$ cat src/design/mcmp_pkg.sv
// Types and constants shared by the MIDI channel message parser files.
package mcmp_pkg;

	localparam logic [7:0] RT_FIRST   = 8'hF8;
	localparam logic [7:0] SYS_FIRST  = 8'hF0;
	localparam logic [7:0] SYS_EOX    = 8'hF7;
	localparam logic [7:0] STATUS_BIT = 8'h80;
	localparam logic [7:0] KIND_MASK  = 8'hF0;
	localparam logic [7:0] KIND_PROG  = 8'hC0;
	localparam logic [7:0] KIND_PRESS = 8'hD0;

	typedef struct packed {
		logic [7:0] data_byte;
		logic       chunk_last;
	} midi_in_t;

	typedef struct packed {
		logic [7:0] status_byte;
		logic [6:0] first_data;
		logic [6:0] second_data;
	} midi_msg_t;

endpackage

$ cat src/design/midi_channel_message_parser_unit.sv
// MIDI channel message parser: raw bytes in, complete channel messages out.
//
//   channel  dir  handshake              payload
//   midi     in   midi_valid/midi_ready  mcmp_pkg::midi_in_t
//   msg      out  msg_valid/msg_ready    mcmp_pkg::midi_msg_t
//
// One byte per cycle unless the output stalls; a byte is decoded in the cycle
// after its transfer, and a completed message is then loaded into the output.
// arst_n clears running status, the held/length flags and both valid flags.
// A full output register that is not taken stalls the input register only
// when the byte waiting there completes a message; other bytes keep flowing.
module midi_channel_message_parser_unit (
	input  logic                clk,
	input  logic                arst_n,
	input  logic                midi_valid,
	output logic                midi_ready,
	input  mcmp_pkg::midi_in_t  midi,
	output logic                msg_valid,
	input  logic                msg_ready,
	output mcmp_pkg::midi_msg_t msg
);
	import mcmp_pkg::*;

	logic       valid_s1;
	logic [7:0] data_s1;

	logic [7:0] status_q;
	logic       two_q;
	logic       held_q;
	logic [6:0] first_q;
	logic       sys_q;

	logic      msg_valid_q;
	midi_msg_t msg_q;

	logic       is_rt;
	logic       is_sys;
	logic       is_chan;
	logic       is_data;
	logic       has_status;
	logic       take_first;
	logic       emit;
	logic       adv;
	logic [7:0] kind;
	logic       one_byte;
	midi_msg_t  msg_d;

	always_comb begin
		is_rt      = (data_s1 >= RT_FIRST);
		is_sys     = !is_rt && (data_s1 >= SYS_FIRST);
		is_chan    = ((data_s1 & STATUS_BIT) != '0) && (data_s1 < SYS_FIRST);
		is_data    = ((data_s1 & STATUS_BIT) == '0);
		has_status = (status_q != '0);
		take_first = is_data && !sys_q && has_status && !held_q && two_q;
		emit       = is_data && !sys_q && has_status && !take_first;
		adv        = valid_s1 && (!emit || !msg_valid_q || msg_ready);
		midi_ready = !valid_s1 || adv;
		kind       = data_s1 & KIND_MASK;
		one_byte   = (kind == KIND_PROG) || (kind == KIND_PRESS);

		msg_d.status_byte = status_q;
		if (two_q) begin
			msg_d.first_data  = first_q;
			msg_d.second_data = data_s1[6:0];
		end else begin
			msg_d.first_data  = data_s1[6:0];
			msg_d.second_data = '0;
		end
	end

	always_ff @(posedge clk or negedge arst_n) begin
		if (!arst_n) begin
			valid_s1 <= 1'b0;
		end else if (midi_ready) begin
			valid_s1 <= midi_valid;
		end
	end

	always_ff @(posedge clk) begin
		if (midi_valid && midi_ready) begin
			data_s1 <= midi.data_byte;
		end
	end

	always_ff @(posedge clk or negedge arst_n) begin
		if (!arst_n) begin
			status_q <= '0;
			two_q    <= 1'b0;
			held_q   <= 1'b0;
			sys_q    <= 1'b0;
		end else if (adv) begin
			priority if (is_rt) begin
				status_q <= status_q;
			end else if (is_sys) begin
				sys_q    <= (data_s1 != SYS_EOX);
				status_q <= '0;
				held_q   <= 1'b0;
			end else if (is_chan) begin
				sys_q    <= 1'b0;
				status_q <= data_s1;
				two_q    <= !one_byte;
				held_q   <= 1'b0;
			end else if (take_first) begin
				held_q <= 1'b1;
			end else if (emit) begin
				held_q <= 1'b0;
			end else begin
				held_q <= held_q;
			end
		end
	end

	// hold the first data byte of a two-byte message
	always_ff @(posedge clk) begin
		if (adv && take_first) begin
			first_q <= data_s1[6:0];
		end
	end

	always_ff @(posedge clk or negedge arst_n) begin
		if (!arst_n) begin
			msg_valid_q <= 1'b0;
		end else if (adv && emit) begin
			msg_valid_q <= 1'b1;
		end else if (msg_ready) begin
			msg_valid_q <= 1'b0;
		end
	end

	always_ff @(posedge clk) begin
		if (adv && emit) begin
			msg_q <= msg_d;
		end
	end

	assign msg_valid = msg_valid_q;
	assign msg       = msg_q;

endmodule

$ cat config.mk
export PLATFORM = sky130hd
export DESIGN_NAME = midi_channel_message_parser_unit
export DESIGN_NICKNAME = d
export VERILOG_FILES = /design/src/design/mcmp_pkg.sv /design/src/design/midi_channel_message_parser_unit.sv
export SDC_FILE = /design/constraint.sdc
export NUM_CORES = 1
export LEC_CHECK = 0
export ABC_AREA = 1
export BUFFER_PORTS_ARGS = -buffer_cell sky130_fd_sc_hd__buf_4
export CORE_MARGIN = 2
export CORE_UTILIZATION = 35
export CTS_CLUSTER_DIAMETER = 100
export CTS_CLUSTER_SIZE = 10
export DETAILED_ROUTE_END_ITERATION = 8
export PLACE_DENSITY = 0.56
export SLEW_MARGIN = 20
export SYNTH_ARGS = -nofsm -noshare
export SYNTH_HDL_FRONTEND = slang
export SYNTH_SLANG_ARGS = --single-unit
$ cat constraint.sdc
create_clock -name clk -period 1.6 [get_ports clk]
set_clock_uncertainty 0.05 [all_clocks]
set_input_delay 0.08 -clock clk [delete_from_list [all_inputs] [get_ports clk]]
set_output_delay 0.08 -clock clk [all_outputs]
set_load 0.05 [all_outputs]
==> PnR_summary.wiki, run 1 <==
{| class="wikitable"
! Metric !! Value
|-
| Clock latency on the worst-skew pair || between 0.3 and 0.4 ns
|-
| Most common cell in the netlist || nand2_1
|-
| Worst supply voltage drop on vdd || 0.0005764 V
|-
| Final weighted congestion in routability-driven placement || between 0.8 and 0.9
|-
| Max incr delay on CP || between 0.3 and 0.4 ns
|-
| Placed Area || ~2400 um2
|-
| Period utilisation layout || 0.9664
|-
| Worst-path maximum fanout || 6
|-
| TritonCTS clock tree || built
|-
| Effective utilization at floorplan || 0.3600
|-
| Count of yosys warnings during synthesis || 0
|-
| Remaining number of nets flagged by the antenna check after routing || 0
|-
| Wire length of the first global-routing pass || around 5700 um
|-
| Final design area excluding fillers || 2696 um2
|-
| Cell type with the highest occurrence count on the critical path || nand2_1
|-
| Headroom to the max-slew limit || 0.8420
|-
| Fraction of final layout cells sized beyond drive strength 1 || 0.3083
|-
| Sum of routed wire length over all layers || roughly 3400 um
|-
| Initial antenna violation count || 0
|-
| Area growth syn-to-layout || 37.70%
|-
| Main flop type after synthesis || edfxtp_1
|-
| Area of the multi-input gates || 404.1 um2
|-
| Leak Pwr || around 1.3 nW
|-
| Sum of negative setup slack || 0 ns
|-
| Vias post-DR || 1293
|-
| Finish-stage setup viols || 0
|-
| Slowest cell on crit path || dfrtp_1
|-
| Final hold viol count || 0
|-
| Number of buffers inserted during clock tree synthesis || 5
|-
| Yosys reg bits || 50
|-
| Dpl hpwl || around 2400 um
|-
| Vertical die dimension || 78.80 um
|-
| Footprint of the flip-flops and latches || about 1400 um2
|-
| Power per Cell Area || ~1200 nW/um2
|-
| Share of Yosys cell area claimed by the top area cell type || 0.5674
|-
| Sort of element at the end of the critical path || register
|-
| Number of pins exceeding their max-slew limit in the final report || 0
|-
| Pre-Repair DR Iteration Count || 4
|-
| Detailed Route Iter0 Violations || 98
|-
| Power consumption || around 3.2 mW
|-
| Classification of the worst-slack hold path || input port to async pin
|-
| Library cell occupying the most area in the post-synthesis netlist || edfxtp_1
|-
| Avg Cell Area, Syn || ~11 um2
|-
| Slew at the pin closest to its max-slew limit || roughly 0.23 ns
|-
| Overflow after GRT || 0
|-
| WP data arrival || 1.57 ns
|-
| Core area || between 5000 and 6000 um2
|-
| Critical path data required time || about 1.6 ns
|-
| N_diodes || 0
|-
| Type of origin of the critical path || register
|-
| Largest net degree at the start of global routing || 20
|-
| Category of the most critical setup path || register to register
|-
| Minimum setup slack in the final design || 0.05376 ns
|-
| Synthesized instance count || approximately 170
|-
| Vias in the first global route || between 1k and 1.5k
|-
| Largest cells by area after synthesis || edfxtp_1 57%, dfrtp_1 17%, nand2_1 11%
|-
| Clock sink total || 50
|-
| Port Buffers || 35
|-
| Number of primary I/O pins || 37
|-
| Clk slew on worst S/H paths || about 0.090 ns
|-
| Synth cell count leaders || 59 x nand2_1, 37 x edfxtp_1, 28 x inv_1, 13 x dfrtp_1
|-
| Post-synthesis sequential area ratio || 0.7335
|-
| Netlist Area Pre-Place || between 1500 and 2000 um2
|-
| Number of nets in the layout || about 250
|-
| DIE AREA || a little over 6000 um2
|-
| GRT Total Usage || 0.1219
|-
| Fraction of synthesis flops using an asynchronous set or reset pin || 0.2600
|-
| Number of distinct library cell variants in the gate-level netlist after synthesis || 18
|-
| Max Cap Viol || 0
|-
| DR vias/cell || slightly above 4
|-
| Htree depth || 2
|-
| Row count || 27
|-
| Total of fill cells in the finished design || approximately 500
|-
| Clock Tree Buf Depth || 2
|-
| Routed wirelength normalized by instance count || approximately 11 um
|-
| Post-detailed-route DRC marker count || 0
|-
| Root Buffer Master || clkbuf_8
|-
| Placement-stage worst setup slack || around 0.040 ns
|-
| Total nets after synthesis || about 190
|-
| Fmax || roughly 650 MHz
|-
| RSZ-0062 raised after global routing || yes
|-
| Min Clock Period, post-route || 1.546 ns
|-
| Result of the run || finished, final reports clean
|-
| Worst path cell trace || inv_1 -> nand2_1 -> nor2_1 -> nand2_1 -> nand2_1 -> a21oi_1 -> nand3_1 -> clkinvlp_4 -> buf_4
|-
| Minimum hold slack || 0.09769 ns
|-
| Die extent in x || slightly below 80 um
|-
| Number of flops mapped to enable cells by yosys || 37
|}
-- path summary, 6_finish.rpt --
kind                                          from                 endpoint  slack (ns)  cells after the start
min reg2reg                status_q[7]$_DFFE_PN0P_        msg[21]$_DFFE_PP_        0.42                      0
max in group asynchronous                   arst_n    msg_valid$_DFFE_PN0P_        1.22                      2
max                        status_q[0]$_DFFE_PN0P_        msg[13]$_DFFE_PP_        0.05                      9
min in group clk           status_q[7]$_DFFE_PN0P_        msg[21]$_DFFE_PP_        0.42                      0
min                                         arst_n  status_q[5]$_DFFE_PN0P_         0.1                      2
max reg2reg                status_q[0]$_DFFE_PN0P_        msg[13]$_DFFE_PP_        0.05                      9
-- flip-flops by register name, indices dropped and copies added, names as in the netlist --
register,count
data_s1,8
first_q,7
held_q,1
msg,22
msg_valid,1
status_q,8
sys_q,1
two_q,1
valid_s1,1
-- per-stage QoR --
step                      std cells    util
after floorplan                 172       -
after global placement          289  0.4444
after detailed placement        289  0.4444
after CTS                       309  0.4872
after global routing            312  0.4957
final                           312  0.4957
-- critical path: cells and delay by family (launching register included) --
family | cells | cell delay, ns
buffers and inverters | 3 | 0.35
DFF | 1 | 0.38
and+or+nand+nor | 5 | 0.49
AOI/OAI and AO/OA | 1 | 0.04
-- area by class of cell --
cell class / instances / share of cell area
inverters: 29 / 0.04176
repair buffers: 65 / 0.2000
clock inverters: 3 / 0.01624
flip-flops and latches: 50 / 0.5332
well taps: 72 / 0.03341
multi-input cells: 88 / 0.1499
clock buffers: 5 / 0.02552
-- cell families (layout without fill, tap and decap cells) --
family / count (synthesis) / after routing / synth area share
simple gates: 82 / 82 / 0.1783
flops: 50 / 50 / 0.7335
buf+inv: 34 / 102 / 0.07028
compound gates: 6 / 6 / 0.01789
-- placed cells by master, fill, tap and decap left out, drive strengths merged --
master | synthesis | layout
a21oi | 1 | 1
a31oi | 1 | 1
inv | 29 | 29
o21ai | 4 | 4
buf | 2 | 54
nand3 | 6 | 6
edfxtp | 37 | 37
dlygate4sd3 | 0 | 11
nand4 | 9 | 9
nand2 | 59 | 59
clkbuf | 3 | 5
clkinv | 0 | 1
bufinv | 0 | 1
nor2 | 8 | 8
clkinvlp | 0 | 1
dfrtp | 13 | 13
-- power by group --
part           leakage [nW]  switching, mW  internal, mW
Combinational         0.693          0.440         0.262
Clock                0.0585          0.423         0.469
Sequential            0.507         0.0639          1.57
Total                  1.26          0.927          2.30
-- per-layer routing --
layer / up-vias / global-route usage / routed length, um
met4: 0 / 0.05263 / 65
met5: - / 0 / 0
met3: 4 / 0.03068 / 146
met2: 28 / 0.2009 / 1679
li1: 687 / - / -
met1: 574 / 0.1527 / 1478
-- repair_timing --
item | in CTS | in global routing
setup buffers | 1 | 3
hold buffers | 11 | 0
hold endpoints to repair | 23 | 0
gates resized for setup | 1 | 8
pin swaps | 1 | 4
setup endpoints to repair | 1 | 31
Power figures use the tool's default switching activity.
==> inputs of run 2 (changes only) <==
--- a/config.mk
+++ b/config.mk
@@ -5,7 +5,6 @@
 export SDC_FILE = /design/constraint.sdc
 export NUM_CORES = 1
 export LEC_CHECK = 0
-export ABC_AREA = 1
 export BUFFER_PORTS_ARGS = -buffer_cell sky130_fd_sc_hd__buf_4
 export CORE_MARGIN = 2
 export CORE_UTILIZATION = 35
@@ -13,6 +12,7 @@
 export CTS_CLUSTER_SIZE = 10
 export DETAILED_ROUTE_END_ITERATION = 8
 export PLACE_DENSITY = 0.56
+export RECOVER_POWER = 50
 export SLEW_MARGIN = 20
 export SYNTH_ARGS = -nofsm -noshare
 export SYNTH_HDL_FRONTEND = slang
==> run 2 against run 1 <==
The run now ends with setup timing left. Clock power decreased by 22%. Hold slack better by 0.16 ns. Sequential share of layout area grew 0.94 points. Via count down 9.4%. Die area fell by 4.8%.
==> PnR_summary.wiki, run 2 <==
{| class="wikitable"
! Metric !! Value
|-
| Overflow after GRT || 0 (unchanged)
|-
| Top library cells by usage in the layout, fill and taps aside || 43 x buf_4, 37 x edfxtp_1, 13 x dfrtp_1, 10 x dlygate4sd3_1, 8 x clkbuf_4
|-
| Worst-path maximum fanout || 2 (-4)
|-
| Area growth syn-to-layout || 42.40%
|-
| Placement-stage worst setup slack || -0.2204 ns (-0.2605 ns)
|-
| Crit path buf inv count || 1 (-2)
|-
| Most frequent standard cell in the layout excluding fill and tap cells || buf_4
|-
| WP data arrival || 1.79 ns (+0.22 ns)
|-
| Minimum hold slack || 0.2591 ns (+0.1614 ns)
|-
| Sum of routed wire length over all layers || 3664 um (+8.8%)
|-
| Synth cell count leaders || 37 x edfxtp_1, 13 x dfrtp_1, 8 x and2_1, 7 x mux2_2, 6 x a22o_1
|-
| Most common cell in the netlist || edfxtp_1
|-
| Worst path cell trace || or4_4 -> o2111ai_4 -> or2_4 -> buf_8
|-
| Finish-stage setup viols || 39 (+39)
|-
| DIE AREA || 5911 um2 (-4.8%)
|-
| Dpl hpwl || 2483 um (+1.9%)
|-
| Sum of negative setup slack || -8.894 ns (-8.894 ns)
|-
| Main flop type after synthesis || edfxtp_1
|-
| Largest net degree at the start of global routing || 17 (-15%)
|-
| Slew at the pin closest to its max-slew limit || 0.7620 ns (+0.5276 ns)
|-
| DR vias/cell || 4.688 (+13%)
|-
| RSZ-0062 raised after global routing || yes
|-
| Post-synthesis sequential area ratio || 0.7725 (+0.03900)
|-
| Placed Area || 2362 um2 (-2.3%)
|-
| Power per Cell Area || 1162 nW/um2 (-2.9%)
|-
| Clock sink total || 50 (unchanged)
|-
| Classification of the worst-slack hold path || input port to register
|-
| Number of pins exceeding their max-slew limit in the final report || 0 (unchanged)
|-
| Type of origin of the critical path || register
|-
| Clk slew on worst S/H paths || 0.08 ns (about the same)
|-
| Number of nets in the layout || 192 (-24%)
|-
| Number of distinct library cell variants in the gate-level netlist after synthesis || 26 (+8)
|-
| Port Buffers || 35 (unchanged)
|-
| Final weighted congestion in routability-driven placement || 0.8950 (+11%)
|-
| Leak Pwr || 1.063 nW (-16%)
|-
| Result of the run || finished with violations
|-
| Number of primary I/O pins || 37 (unchanged)
|-
| Headroom to the max-slew limit || 0.4920 (-0.3501)
|-
| Largest cells by area after synthesis || edfxtp_1 60%, dfrtp_1 17%, mux2_2 4.2%
|-
| Number of buffers inserted during clock tree synthesis || 5 (unchanged)
|-
| Min Clock Period, post-route || 1.916 ns (+0.3699 ns)
|-
| Number of flops mapped to enable cells by yosys || 37 (unchanged)
|-
| Critical path data required time || 1.47 ns (-0.16 ns)
|-
| Met3 Use GR || 0.03882 (+0.008142)
|-
| Library cell occupying the most area in the post-synthesis netlist || edfxtp_1
|-
| N_diodes || 0 (unchanged)
|-
| Post-detailed-route DRC marker count || 0 (unchanged)
|-
| GRT Total Usage || 0.1338 (+0.01196)
|-
| Total of fill cells in the finished design || 436 (-13%)
|-
| Remaining number of nets flagged by the antenna check after routing || 0 (unchanged)
|-
| Synthesized instance count || 104 (-40%)
|-
| Clock latency on the worst-skew pair || 0.30 ns (about the same)
|-
| Violated checks || setup timing
|-
| TritonCTS clock tree || built
|-
| Kind of cell with the highest combined delay on the critical path || simple AND/OR/NAND/NOR gates
|-
| Sort of element at the end of the critical path || primary output
|-
| Routed wirelength normalized by instance count || 14.66 um (+36%)
|-
| Vias in the first global route || 1227 (-0.73%)
|-
| Avg Cell Area, Syn || 17.88 um2 (+57%)
|-
| Minimum setup slack in the final design || -0.3161 ns (-0.3699 ns)
|-
| Pre-Repair DR Iteration Count || 4 (unchanged)
|-
| Max Cap Viol || 0 (unchanged)
|-
| Category of the most critical setup path || register to primary output
|-
| Netlist Area Pre-Place || 1859 um2 (-5.0%)
|-
| Effective utilization at floorplan || 0.3640 (+0.004019)
|-
| Share of Yosys cell area claimed by the top area cell type || 0.5976 (+0.03017)
|-
| Die extent in x || 76.89 um (-2.4%)
|-
| Detailed Route Iter0 Violations || 59 (-40%)
|-
| Final instance count without filler cells || 250 (-20%)
|-
| Row count || 26 (-3.7%)
|-
| Root Buffer Master || clkbuf_8
|-
| Period utilisation layout || 1.198 (+0.2312)
|-
| Post-Route Utilization || 0.5184 (+0.02263)
|-
| Max incr delay on CP || 0.56 ns (+0.18 ns)
|-
| Fraction of final layout cells sized beyond drive strength 1 || 0.4667 (+0.1583)
|-
| Met1 demand-to-capacity share in global routing || 0.1445 (-0.008152)
|-
| Clock Tree Buf Depth || 2 (unchanged)
|-
| Final hold viol count || 0 (unchanged)
|-
| Fmax || 521.9 MHz (-19%)
|-
| Power consumption || 3.076 mW (-4.7%)
|-
| Fraction of synthesis flops using an asynchronous set or reset pin || 0.2600 (unchanged)
|-
| Wire length of the first global-routing pass || 5968 um (+5.1%)
|-
| Yosys reg bits || 50 (unchanged)
|-
| Most congested layer reported by global routing || met2
|-
| Max reg flops || 22 (unchanged)
|-
| Worst supply voltage drop on vdd || 0.0004746 V (-18%)
|-
| Vias post-DR || 1172 (-9.4%)
|-
| Vertical die dimension || 76.89 um (-2.4%)
|-
| Final design area excluding fillers || 2648 um2 (-1.8%)
|-
| Core area || 5107 um2 (-6.1%)
|-
| Initial antenna violation count || 0 (unchanged)
|-
| Htree depth || 2 (unchanged)
|-
| Count of yosys warnings during synthesis || 0 (unchanged)
|-
| Total nets after synthesis || 117 (-37%)
|-
| Number of instances in the placed design || 225 (-22%)
|-
| Met2 usage in global routing || 0.2404 (+0.03950)
|-
| Slowest cell on crit path || or4_4
|}
run 2: cell count changes after synthesis, moves of 3 or more:
cell     delta
and2_1      +8
nand2_1    -57
inv_1      -27
mux2_2      +7
a22o_1      +6
nor2_1      -7
nand4_1     -7
o21ai_0     -3
o21a_1      +3
run 2: path summary, 6_finish.rpt:
| check | depth (start not counted) | end | startpoint | slack [ns] |
|---|---|---|---|---|
| worst max-delay path | 4 | midi_ready | status_q[1]$_DFFE_PN0P_ | -0.32 |
| worst min-delay path | 4 | held_q$_DFFE_PN0P_ | msg_ready | 0.26 |
| worst max register to register | 4 | data_s1[6]$_DFFE_PP_ | status_q[1]$_DFFE_PN0P_ | -0.29 |
| worst min register to register | 0 | msg[21]$_DFFE_PP_ | status_q[7]$_DFFE_PN0P_ | 0.44 |
| max in group asynchronous | 2 | status_q[6]$_DFFE_PN0P_ | arst_n | 0.72 |
| min in group asynchronous | 2 | sys_q$_DFFE_PN0P_ | arst_n | 0.30 |
run 2: worst register-to-register path, delay by kind of cell, from the launching register on:
kind | cells | cell delay (ns)
compound gates | 2 | 0.43
buf+inv | 1 | 0.17
flops | 1 | 0.39
simple gates | 1 | 0.56
run 2: cells by family after synthesis:
family                 Yosys count  synth area share
AO/OA/AOI/OAI                   17           0.08614
buffers and inverters            4          0.008745
multiplexers                     7           0.04240
AND/OR/NAND/NOR                 26           0.09017
flip-flops                      50            0.7725
run 2: layout make-up:
| class | count | area (um2) | share of cell area |
|---|---|---|---|
| clock buffers | 6 | 72.57 | 0.02741 |
| clock inverters | 2 | 8.758 | 0.003308 |
| inverters | 1 | 3.754 | 0.001418 |
| multi-input cells | 52 | 476.7 | 0.1801 |
| flip-flops and latches | 50 | 1436 | 0.5425 |
| well taps | 70 | 87.58 | 0.03308 |
| repair buffers | 69 | 561.8 | 0.2122 |
run 2: metal layers:
metal	up-vias	routed length (um)
met5	-	0
met4	0	72
met3	7	170
met2	31	1995
met1	577	1426
li1	557	-
run 2: report_power, final:
| part | total (mW) | switching (mW) | leakage, nW | internal, mW |
|---|---|---|---|---|
| Clock | 0.691 | 0.390 | 0.0426 | 0.301 |
| Combinational | 0.758 | 0.422 | 0.516 | 0.336 |
| Sequential | 1.63 | 0.0641 | 0.504 | 1.56 |
run 2: repair_timing:
item | CTS | global route
hold endpoints to repair | 22 | 0
resized for setup | 4 | 10
cloned | 1 | 1
pin swaps | 2 | 3
setup buffers | 2 | 4
hold buffers | 10 | 0
endpoints found under the setup margin | 39 | 41
==> inputs of run 3 (changes only) <==
--- a/config.mk
+++ b/config.mk
@@ -6,7 +6,7 @@
 export NUM_CORES = 1
 export LEC_CHECK = 0
 export BUFFER_PORTS_ARGS = -buffer_cell sky130_fd_sc_hd__buf_4
-export CORE_MARGIN = 2
+export CORE_MARGIN = 4
 export CORE_UTILIZATION = 35
 export CTS_CLUSTER_DIAMETER = 100
 export CTS_CLUSTER_SIZE = 10
==> run 3 against run 2 <==
The run still ends with setup timing left. Highest routed layer unchanged. Combinational power fell by 0.8%. Register-to-register slack improved by 0.04 ns. Core utilization is 0.060 points lower. Largest cell class unchanged. Critical path depth unchanged. Non-clock buffer count grew 1. Total power up 5.8%. Clock-buffer cell count is 1 lower. Final cell count grew 0.40%. Sequential share of layout area down 0.28 points.
==> PnR_summary.wiki, run 3 (synthesized netlist as in run 2, its figures left out) <==
{| class="wikitable"
! Metric !! Value
|-
| WP data arrival || 1.78 ns (about the same)
|-
| Max incr delay on CP || 0.56 ns (about the same)
|-
| Kind of cell with the highest combined delay on the critical path || simple AND/OR/NAND/NOR gates
|-
| Final weighted congestion in routability-driven placement || 0.9124 (+1.9%)
|-
| Detailed Route Iter0 Violations || 70 (+19%)
|-
| Number of buffers inserted during clock tree synthesis || 5 (unchanged)
|-
| Type of origin of the critical path || register
|-
| Worst supply voltage drop on vdd || 0.0006602 V (+39%)
|-
| Overflow after GRT || 0 (unchanged)
|-
| Final hold viol count || 0 (unchanged)
|-
| Row count || 26 (unchanged)
|-
| Port Buffers || 35 (unchanged)
|-
| Initial antenna violation count || 0 (unchanged)
|-
| Classification of the worst-slack hold path || input port to register
|-
| Routed wirelength normalized by instance count || 15.43 um (+5.3%)
|-
| Htree depth || 2 (unchanged)
|-
| TritonCTS clock tree || built
|-
| Minimum setup slack in the final design || -0.3099 ns (+0.006177 ns)
|-
| Power per Cell Area || 1223 nW/um2 (+5.3%)
|-
| Number of nets in the layout || 193 (+0.52%)
|-
| Clock Tree Buf Depth || 2 (unchanged)
|-
| Fmax || 523.6 MHz (+0.32%)
|-
| Number of pins exceeding their max-slew limit in the final report || 0 (unchanged)
|-
| RSZ-0062 raised after global routing || yes
|-
| Remaining number of nets flagged by the antenna check after routing || 0 (unchanged)
|-
| GRT Total Usage || 0.1309 (-0.002912)
|-
| Sort of element at the end of the critical path || primary output
|-
| Violated checks || setup timing
|-
| Slew at the pin closest to its max-slew limit || 0.7416 ns (-0.02044 ns)
|-
| Wire length of the first global-routing pass || 6175 um (+3.5%)
|-
| Max Cap Viol || 0 (unchanged)
|-
| Effective utilization at floorplan || 0.3617 (-0.002304)
|-
| Core area || 5140 um2 (+0.64%)
|-
| Vertical die dimension || 80.89 um (+5.2%)
|-
| DR vias/cell || 4.653 (-0.74%)
|-
| DIE AREA || 6542 um2 (+11%)
|-
| Sum of routed wire length over all layers || 3873 um (+5.7%)
|-
| Result of the run || finished with violations
|-
| N_diodes || 0 (unchanged)
|-
| Clock sink total || 50 (unchanged)
|-
| Finish-stage setup viols || 41 (+5.1%)
|-
| Pre-Repair DR Iteration Count || 4 (unchanged)
|-
| Worst path cell trace || or4_4 -> o2111ai_4 -> or2_4 -> buf_8
|-
| Number of instances in the placed design || 224 (-0.44%)
|-
| Top library cells by usage in the layout, fill and taps aside || 39 x buf_4, 37 x edfxtp_1, 13 x dfrtp_1, 10 x dlygate4sd3_1, 9 x clkbuf_4
|-
| Clk slew on worst S/H paths || 0.09 ns (about the same)
|-
| Worst-path maximum fanout || 2 (unchanged)
|-
| Clock latency on the worst-skew pair || 0.30 ns (about the same)
|-
| Max reg flops || 22 (unchanged)
|-
| Final instance count without filler cells || 251 (+0.40%)
|-
| Period utilisation layout || 1.194 (-0.003861)
|-
| Post-detailed-route DRC marker count || 0 (unchanged)
|-
| Critical path data required time || 1.47 ns (about the same)
|-
| Dpl hpwl || 2511 um (+1.1%)
|-
| Area growth syn-to-layout || 43.14%
|-
| Sum of negative setup slack || -7.634 ns (+1.260 ns)
|-
| Die extent in x || 80.89 um (+5.2%)
|-
| Headroom to the max-slew limit || 0.5056 (+0.01363)
|-
| Vias post-DR || 1168 (-0.34%)
|-
| Min Clock Period, post-route || 1.910 ns (-0.006177 ns)
|-
| Number of primary I/O pins || 37 (unchanged)
|-
| Vias in the first global route || 1202 (-2.0%)
|-
| Slowest cell on crit path || or4_4
|-
| Leak Pwr || 1.066 nW (+0.31%)
|-
| Crit path buf inv count || 1 (unchanged)
|-
| Most frequent standard cell in the layout excluding fill and tap cells || buf_4
|-
| Fraction of final layout cells sized beyond drive strength 1 || 0.4530 (-0.01363)
|-
| Category of the most critical setup path || register to primary output
|-
| Root Buffer Master || clkbuf_8
|-
| Largest net degree at the start of global routing || 17 (unchanged)
|}
## run 3: cell count changes in the layout (fill, tap and decap cells not counted), sizes merged
cell / delta
bufinv: +1
clkbuf: +4
buf: -4
## run 3: worst min-delay path: cells and delay by family
kind	cells	cell delay [ns]
buffers and inverters	2	0.25
and+or+nand+nor	2	0.24
## run 3: cell type report
class / instances / area [um2]
fill: 464 / 2479
sequential: 50 / 1436
timing repair buffer: 70 / 554.3
multi-input combinational: 52 / 470.5
tap: 70 / 87.58
clock buffer: 5 / 68.82
clock inverter: 3 / 40.04
inverter: 1 / 3.754
## run 3: path summary, 6_finish.rpt
path | startpoint | to | slack [ns] | cells past startpoint
worst max-delay path | status_q[4]$_DFFE_PN0P_ | midi_ready | -0.31 | 4
worst min-delay path | msg_ready | msg_valid$_DFFE_PN0P_ | 0.26 | 4
worst max register to register | status_q[4]$_DFFE_PN0P_ | data_s1[2]$_DFFE_PP_ | -0.25 | 4
worst min register to register | status_q[7]$_DFFE_PN0P_ | msg[21]$_DFFE_PP_ | 0.45 | 0
max in group asynchronous | arst_n | held_q$_DFFE_PN0P_ | 0.74 | 2
min in group asynchronous | arst_n | two_q$_DFFE_PN0P_ | 0.29 | 2
## run 3: per-stage QoR
step / area [um2] / power (mW) / util / hold slack [ns] / setup WS [ns]
after CTS: 2606 / 3.246 / 0.5071 / 0.09380 / -0.3042
final: 2661 / 3.256 / 0.5178 / 0.2578 / -0.3099
after global routing: 2661 / 3.388 / 0.5178 / 0.3081 / -0.3627
after global placement: 2355 / 2.312 / 0.4581 / -0.1160 / -0.1865
after floorplan: 1882 / 2.063 / - / -0.2656 / -0.1610
after detailed placement: 2355 / 2.334 / 0.4581 / -0.1116 / -0.2210
## run 3: power breakdown
group	internal, mW	switching, mW	leakage [nW]
Combinational	0.330	0.422	0.504
Clock	0.460	0.412	0.0579
Sequential	1.56	0.0686	0.504
Total	2.35	0.902	1.07
## run 3: metal layers
layer	up-vias	track usage	part of all wire
met2	33	0.2077	0.50
met3	7	0.03548	0.051
met1	570	0.1633	0.43
met4	0	0.06926	0.023
met5	-	0	0
li1	558	-	-
## run 3: timing repair
| item | in CTS | in global routing |
|---|---|---|
| gates cloned | 1 | 1 |
| hold endpoints to repair | 22 | 0 |
| setup endpoints to repair | 39 | 41 |
| setup buffers | 2 | 5 |
| hold buffers | 10 | 0 |
| resized for setup | 4 | 8 |
| pin swaps | 4 | 1 |
